===== src/hdl/crp_pkg.sv =====
`timescale 1ns / 1ps
// ---------------------------------------------------------------------------
// crp_pkg
// Types and constants shared by the CIGAR read-to-reference lift modules.
// ---------------------------------------------------------------------------
package crp_pkg;

  // Item kind codes
  localparam logic KIND_LOAD  = 1'b0;
  localparam logic KIND_QUERY = 1'b1;

  // SAM operation codes
  localparam logic [3:0] OP_M  = 4'd0;
  localparam logic [3:0] OP_I  = 4'd1;
  localparam logic [3:0] OP_D  = 4'd2;
  localparam logic [3:0] OP_N  = 4'd3;
  localparam logic [3:0] OP_S  = 4'd4;
  localparam logic [3:0] OP_H  = 4'd5;
  localparam logic [3:0] OP_P  = 4'd6;
  localparam logic [3:0] OP_EQ = 4'd7;
  localparam logic [3:0] OP_X  = 4'd8;

  // Field widths
  localparam int CODE_W    = 4;
  localparam int LEN_W     = 28;
  localparam int START_W   = 31;
  localparam int OP_WORD_W = LEN_W + CODE_W;

  // Answer constants
  localparam logic [31:0] REF_NONE  = 32'hFFFF_FFFF;
  localparam logic [30:0] REF_SAT   = 31'h7FFF_FFFF;
  localparam logic [31:0] READ_SAT  = 32'hFFFF_FFFF;

  // Classified item; arg is the operation length for loads and the read
  // position for queries
  typedef struct packed {
    logic               is_query;
    logic               first_op;
    logic [CODE_W-1:0]  op_code;
    logic [LEN_W-1:0]   arg;
    logic [START_W-1:0] start_pos;
  } crp_item_t;

  // Walker states
  typedef enum logic [1:0] {
    ST_IDLE,
    ST_EVAL,
    ST_RESP
  } crp_state_t;

endpackage


===== src/hdl/crp_front.sv =====
`timescale 1ns / 1ps
// ---------------------------------------------------------------------------
// crp_front
// Accepts input beats, classifies them into load or query items and holds
// them in a two-entry queue for the walker.
// ---------------------------------------------------------------------------
module crp_front import crp_pkg::*; (
  input  logic               clk,
  input  logic               rst,
  input  logic               item_valid,
  output logic               item_ready,
  input  logic               kind,
  input  logic               first_op,
  input  logic [CODE_W-1:0]  op_code,
  input  logic [LEN_W-1:0]   op_len,
  input  logic [START_W-1:0] start_pos,
  input  logic [LEN_W-1:0]   read_pos,
  output logic               head_valid,
  output crp_item_t          head,
  input  logic               pop
);

  crp_item_t  entries [2];
  logic       wr_ptr;
  logic       rd_ptr;
  logic [1:0] count;
  logic       push;
  crp_item_t  item_in;

  // Classify the incoming beat; queries carry the read position in arg
  always_comb begin
    item_in.is_query  = (kind == KIND_QUERY);
    item_in.first_op  = first_op;
    item_in.op_code   = op_code;
    item_in.arg       = (kind == KIND_QUERY) ? read_pos : op_len;
    item_in.start_pos = start_pos;
  end

  assign item_ready = (count != 2'd2);
  assign push       = item_valid && item_ready;
  assign head_valid = (count != 2'd0);
  assign head       = entries[rd_ptr];

  // Store pushed items
  always_ff @(posedge clk) begin
    if (push) begin
      entries[wr_ptr] <= item_in;
    end
  end

  // Advance pointers and occupancy
  always_ff @(posedge clk) begin
    if (rst) begin
      wr_ptr <= 1'b0;
      rd_ptr <= 1'b0;
      count  <= 2'd0;
    end else begin
      if (push) begin
        wr_ptr <= ~wr_ptr;
      end
      if (pop) begin
        rd_ptr <= ~rd_ptr;
      end
      if (push && !pop) begin
        count <= count + 2'd1;
      end else if (pop && !push) begin
        count <= count - 2'd1;
      end
    end
  end

endmodule


===== config.mk =====
export PLATFORM = sky130hd
export DESIGN_NAME = crp_front
export DESIGN_NICKNAME = d
export VERILOG_FILES = /design/src/hdl/crp_pkg.sv /design/src/hdl/crp_front.sv
export SDC_FILE = /design/constraint.sdc
export NUM_CORES = 1
export LEC_CHECK = 0
export CAP_MARGIN = 20
export CELL_PAD_IN_SITES_DETAIL_PLACEMENT = 0
export CELL_PAD_IN_SITES_GLOBAL_PLACEMENT = 2
export CORE_UTILIZATION = 44
export CTS_CLUSTER_SIZE = 30
export DETAILED_ROUTE_END_ITERATION = 12
export DONT_BUFFER_PORTS = 1
export GPL_TIMING_DRIVEN = 0
export PLACE_DENSITY_LB_ADDON = 0.12
export SKIP_CTS_REPAIR_TIMING = 1
export SLEW_MARGIN = 5
export SYNTH_ARGS = -nofsm -noshare
export SYNTH_HDL_FRONTEND = slang
export SYNTH_SLANG_ARGS = --single-unit

===== constraint.sdc =====
create_clock -name clk -period 2.9 [get_ports clk]
set_input_delay 0.29 -clock clk [delete_from_list [all_inputs] [get_ports clk]]
set_output_delay 0.29 -clock clk [all_outputs]
set_load 0.01 [all_outputs]

# Word level (Yosys, flattened, before mapping)
# Memories as Yosys holds them, arrays and structs flattened. A register that Yosys moved wholly into a read port is not among the register bits.
# Cells that the tools add are included.
# totals
ram_bits	130
n_memories	1
out_inout_bits	67
ff_bits	4
elab_cells	23
# op_classes
add_sub_neg	2
n_eq_ne	1
n_mux	7
bitwise_logic	2
n_reduce_logical	7
# mem_list
name	words	word_bits	rd	rd_clocked_by_memory_dff	write_ports	line	source
entries	2	65	1	1	1	crp_front.sv:23	crp_item_t entries [2];
# op_table
operator	count
28-bit two-way mux	1
1-bit two-way mux	4
2-bit two-way mux	2
2-bit nonzero test	2
1-bit logical AND	3
2-bit by 1-bit adder with 2-bit output, second input constant	1
1-bit logical NOT	2
2-bit != test, second input constant	1
1-bit inverter	2
2-bit by 1-bit subtractor with 2-bit output, second input constant	1

# Longest topological paths before layout
# Gate-level depths: netlist of run 1.
# depth
word_depth	6
ltp_mapped	6

# Worst setup path after synthesis of run 1
# Ideal clock, no wire load.
# synth_timing
path_type	reg2reg
start	register count[0]
end	memory entries[1][0] (netlist bit) (enable)
setup_time_ns	0.430
n_path_buf	0
stages_incl_launch_ff	3
arrival_time_ns	2.124
setup_slack_ns	0.345
path_cell_list	dfxtp_1 -> nand2b_4 -> and3_1
# synth_between
elab_chain_cells	4
# synth_rtl
item	line	source
start: declaration	crp_front.sv:26	logic [1:0] count;
start signal: assignment	crp_front.sv:65	count <= count + 2'd1;
start signal: assignment	crp_front.sv:67	count <= count - 2'd1;
2-bit != test	crp_front.sv:39	assign item_ready = (count != 2'd2);
net item_ready	crp_front.sv:11	output logic item_ready,
1-bit logical AND	crp_front.sv:40	assign push = item_valid && item_ready;
1-bit two-way mux	crp_front.sv:46	if (push) begin
1-bit two-way mux (not written as such)	crp_front.sv:47	entries[wr_ptr] <= item_in;
end: declaration	crp_front.sv:23	
# The timed path passes the listed nets, and every way through them passes these cells.

==> results by group, run 1 <==
Setup path
  • Buf/Inv on CP: 2
  • CP max FO: 10
  • Worst endpoint required time: 2.61 ns
  • Worst EP arrival: 1.51 ns
  • Kind of critical path: register to output port
  • Crit path cell chain: buf_4, buf_6, mux2_2
  • CP max stage delay: 0.39 ns
  • CP delay by family, top: buffers and inverters
  • Crit-path slowest cell: mux2_2
  • Startpoint Class: register
  • Element type at the critical path end: output port

Die
  • FP Rows: 39
  • Die area: 0.0124 mm²
  • Core area: 0.0116 mm²
  • Initial Util: 0.456
  • Die H: 112 µm
  • Die width: 112 µm
  • Ports: 164

Logic synthesis
  • Synthesis-stage register bit count: 135
  • Post-synth ARST share: 0
  • Syn nets: 355
  • Number of enable flip-flop cells after synthesis: 130
  • Sequential cell area fraction in the yosys report: 0.759
  • Distinct cells, synth: 20
  • Syn. warnings: 0
  • Synth Instances: 257
  • Syn Std Cell Area: 0.00528 mm²
  • Ys flop type: edfxtp_1
  • Avg Cell Area, Syn: 20.5 µm²

Timing
  • Final WS setup: 1.10 ns
  • Clk_skew: 0.00605 ns
  • Setup violators final: 0
  • Rel. slew slack: 0.656
  • Hold Violations, Final: 0
  • Peak Freq: 555 MHz
  • Period Utilization, post-route: 0.621
  • Minimum clock period: 1.80 ns
  • Worst-margin pin slew: 0.517 ns
  • RSZ-0062 raised after global routing: false
  • Slew Limit Fails: 0

GRT
  • Vias in the first global route: 2282
  • Largest net degree at the start of global routing: 35
  • Gr ovfl total: 0
  • First-pass GRT wire length: 13000 µm
  • GRT Overall Usage: 0.146
  • Initial antenna violation count: 1

Power
  • P_leak: 2.22 nW
  • Worst vdd ir: 0.498 mV
  • Pwr per Cell Area: 811 mW/mm²

Outcome
  • Status: complete, but fails checks
  • Violated checks: DRC

Drt
  • First-pass detailed-route iteration total: 8
  • DRC Markers: 10
  • Via/cell ratio: 5.22
  • Wirelength per Cell: 19.1 µm
  • Final ANT Viol Nets: 0
  • Routed wire length: 9030 µm
  • Drt first-iter violations: 227
  • Vias: 2464

Final layout
  • N_diodes: 0
  • Filler instances: 916
  • Fraction of layout cells with a size suffix above 1: 0.429
  • Utilization after layout: 0.564
  • NumNets Final: 414
  • Layout area overhead: 23.5%

Worst hold path
  • HP Class: input pin to register

CTS
  • CTS tree: built
  • Clk Latency, worst-skew pair: 0.41 ns
  • Clock root cell: clkbuf_16
  • CTS clock-pin slew for the worst setup and hold paths: 0.05 ns
  • H-tree depth: 4
  • Clock Path Buffers: 2
  • TritonCTS Buffers: 17
  • Clock Sinks: 135

Run
  • Maxcap violations: 0

Placed design
  • Gpl congestion: 0.678
  • Post-DP HPWL: 5620 µm
  • Dpl ws: 1.14 ns
  • Port Buffers: 0
-- worst register-to-register path, cell delays in order, from the launching register on --
cell      delay (ns)
dfxtp_1         0.39
nand2b_4        0.19
and3_4          0.53
buf_12          0.28
-- per-layer routing --
layer / track usage / vias up / part of all wire
met5: 0 / - / 0.0014
met4: 0.0784 / 2 / 0.020
met3: 0.0838 / 16 / 0.093
met2: 0.221 / 102 / 0.49
met1: 0.164 / 1217 / 0.39
li1: - / 1127 / -
-- worst paths after layout --
kind | depth (start not counted) | startpoint | endpoint | slack (ns)
setup / recovery | 3 | register | head[49] | 1.10
hold / removal | 2 | pop | rd_ptr | 0.05
hold reg to reg | 2 | rd_ptr | rd_ptr | 0.52
setup reg to reg | 3 | count[0] | entries[1][30] | 1.18
-- power by group --
group          switching, mW  total [mW]  leakage [nW]  internal (mW)
Clock                  0.755        2.27         0.314           1.51
Sequential            0.0425        2.42          1.25           2.37
Combinational          0.344       0.601         0.650          0.257
Total                   1.14        5.29          2.22           4.14
-- metrics by stage --
step,total power [mW],TNS [ns],hold slack [ns],std cells,instance area [µm²]
4_1_cts,5.30,0,-0.0752,434,6140
2_1_floorplan,2.89,0,0.359,257,5280
3_5_place_dp,3.02,0,0.362,402,5500
6_report,5.29,0,0.0525,472,6520
5_1_grt,5.49,0,0.0569,472,6520
3_3_place_gp,3.01,-55.04,0.361,400,5460
-- layout by cell type (no fill, tap or decap), drive strengths merged --
master and n:
a21bo 1, and2 1, ha 1, clkinvlp 1
dfxtp 5, mux2 93, buf 12, clkbuf 17
nor2 3, and3 1, nand2b 1, edfxtp 130
nand3b 1, or3 1, dlygate4sd3 38, o21ai 1
or2 1, xnor2 1, clkinv 9, inv 2
a21oi 2, bufinv 5, xor2 2
-- final cells by class --
type                            count  area (µm²)  area share
Sequential cell                   135        4000       0.614
Multi-Input combinational cell    110        1170       0.180
Clock buffer                       17         425      0.0653
Timing Repair Buffer               40         420      0.0645
Clock inverter                     15         209      0.0321
Tap cell                          143         179      0.0275
Buffer                             10        96.3      0.0148
Inverter                            2        10.0     0.00154
-- Yosys cell counts (all sizes together) (2+ instances only) --
master | number | share of area
inv | 2 | 0.0014
a21oi | 2 | 0.0019
buf | 10 | 0.018
nor2 | 3 | 0.0021
dfxtp | 5 | 0.019
mux2 | 93 | 0.20
edfxtp | 130 | 0.74
xor2 | 2 | 0.0033
-- state kept, by name, indices dropped and copies added, names as in the netlist, named ones only --
name,cells
entries,130
count,2
rd_ptr,1
wr_ptr,1
-- cells by family (layout without fill, tap and decap cells) --
group | after synthesis | in the layout | share of synthesized area
AOI/OAI and AO/OA | 4 | 4 | 0.00474
xor gates and xnor gates | 3 | 3 | 0.00498
adders and majority gates | 1 | 1 | 0.00237
buffers and inverters | 12 | 84 | 0.0197
DFF | 135 | 135 | 0.759
muxes | 93 | 93 | 0.198
and+or+nand+nor | 9 | 9 | 0.0109
(Power assumes the default switching activity.)
==> run 2: changes to the inputs <==
clock period = 1.8 ns   (was 2.9 ns; I/O delays follow)
==> results by group, run 2 (same netlist as run 1, synthesis figures left out) <==
Worst hold path
  • HP Class: input pin to register
  • Hold_sp: read_pos[10]

Timing
  • Setup violators final: 0 (unchanged)
  • Period Utilization, post-route: 0.945
  • Minimum clock period: 1.70 ns
  • Setup TNS: 0 ns (unchanged)
  • Hold Violations, Final: 0 (unchanged)
  • Clk_skew: 0.00551 ns (-0.000534 ns)
  • Peak Freq: 588 MHz
  • Rel. slew slack: 0.710 (+0.0548)
  • RSZ-0062 raised after global routing: false
  • Worst-margin pin slew: 0.434 ns (-0.0831 ns)
  • Slew Limit Fails: 0 (unchanged)

Setup path
  • Startpoint Class: register
  • Element type at the critical path end: output port
  • Worst EP arrival: 1.52 ns (about the same)
  • Worst endpoint required time: 1.62 ns (-0.99 ns)
  • Kind of critical path: register to output port
  • Critical R2R Launch: count[0]
  • CP max FO: 10 (unchanged)

CTS
  • H-tree depth: 4 (unchanged)
  • TritonCTS Buffers: 17 (unchanged)
  • Clock Sinks: 135 (unchanged)
  • Clk Latency, worst-skew pair: 0.41 ns (about the same)
  • CTS clock-pin slew for the worst setup and hold paths: 0.05 ns (about the same)
  • CTS tree: built
  • Clock Path Buffers: 2 (unchanged)
  • Clock root cell: clkbuf_16

Power
  • P_leak: 2.30 nW (+3.9%)
  • Tot Pwr: 8.26 mW (+56%)
  • Worst vdd ir: 0.687 mV (+38%)
  • Pwr per Cell Area: 1220 mW/mm² (+50%)

Die
  • Core area: 0.0116 mm² (unchanged)
  • Die area: 0.0124 mm² (unchanged)
  • Initial Util: 0.456 (unchanged)
  • FP Rows: 39 (unchanged)
  • Die width: 112 µm (unchanged)
  • Ports: 164 (unchanged)
  • Die H: 112 µm (unchanged)

Drt
  • Met3 WL: 770 µm (-7.9%)
  • Vias: 2564 (+4.1%)
  • Via/cell ratio: 5.10 (-2.4%)
  • DRC Markers: 11 (+1)
  • Wirelength per Cell: 18.7 µm (-2.4%)
  • Routed met1 length: 3780 µm (+5.9%)
  • Drt first-iter violations: 232 (+2.2%)
  • Routed wire length: 9390 µm (+4.0%)
  • Final ANT Viol Nets: 0 (unchanged)
  • First-pass detailed-route iteration total: 11 (+3)
  • Met2 Routed Length: 4670 µm (+5.3%)
  • Top routing layer in use: met4

GRT
  • GRT Overall Usage: 0.148 (+0.00149)
  • Initial antenna violation count: 0 (-1)
  • Vias in the first global route: 2383 (+4.4%)
  • Gr ovfl total: 0 (unchanged)
  • First-pass GRT wire length: 13100 µm (+0.32%)
  • Largest net degree at the start of global routing: 59 (+69%)

Outcome
  • Status: complete, but fails checks
  • Violated checks: DRC

Final layout
  • Leading cell type in the layout, fill and taps excluded: edfxtp_1
  • Max FFs per register: 130 (unchanged)
  • Layout area overhead: 28.4%
  • NumNets Final: 446 (+7.7%)
  • Fraction of layout cells with a size suffix above 1: 0.381 (-0.0480)
  • N_diodes: 0 (unchanged)
  • Most frequent cells in the layout: edfxtp_1, mux2_2, dlygate4sd3_1
  • Largest register by flop count: entries
  • Design Area, Final: 0.00678 mm² (+4.0%)
  • Filler instances: 863 (-5.8%)
  • Largest registers: entries x130, count x2

Run
  • Maxcap violations: 0 (unchanged)

Placed design
  • Port Buffers: 0 (unchanged)
  • Gpl congestion: 0.658 (-3.0%)
  • Placed cell areas: 0.00551 mm² (+0.18%)
  • Post-DP HPWL: 5480 µm (-2.5%)
==> run 2: final timing paths <==
kind | endpoint | slack [ns] | cells after the start
setup / recovery | head[52] | 0.1 | 3
hold / removal | entries[0][41] | 0.007 | 1
setup reg to reg | entries[0][42] | 0.16 | 3
hold reg to reg | rd_ptr | 0.52 | 2
==> run 2: power breakdown <==
part,total [mW],internal [mW],switching (mW)
clock network,3.30,2.13,1.18
logic,1.05,0.475,0.578
registers,3.90,3.83,0.0705
==> run 2: final cells by class <==
class	count	area [µm²]	area share
flip-flops and latches	135	4010	0.591
multi-input cells	110	1170	0.173
repair buffers	71	736	0.109
clock buffers	18	429	0.0633
well taps	143	179	0.0264
clock inverters	13	138	0.0203
plain buffers	10	96.3	0.0142
inverters	2	11.3	0.00166
repair inverters	1	7.51	0.00111
==> run 2: per-stage QoR <==
stage / hold WS (ns) / instances / utilization / worst slack [ns]
2_1_floorplan: 0.245 / 257 / - / -0.169
3_3_place_gp: 0.246 / 400 / 0.472 / -0.834
3_5_place_dp: 0.250 / 402 / 0.477 / -0.292
4_1_cts: -0.196 / 433 / 0.526 / -0.295
5_1_grt: -0.00590 / 503 / 0.586 / 0.0217
6_report: 0.00738 / 503 / 0.586 / 0.0997
==> run 2: per-layer routing <==
metal / track usage / vias to the layer above
met5: 0 / -
met4: 0.0811 / 0
met3: 0.0898 / 15
met2: 0.227 / 100
met1: 0.158 / 1251
li1: - / 1198
==> run 2: worst max-delay path, cell delays in order (launching register included) <==
cell	delay [ns]
dfxtp_1	0.32
buf_4	0.22
buf_6	0.18
mux2_2	0.39
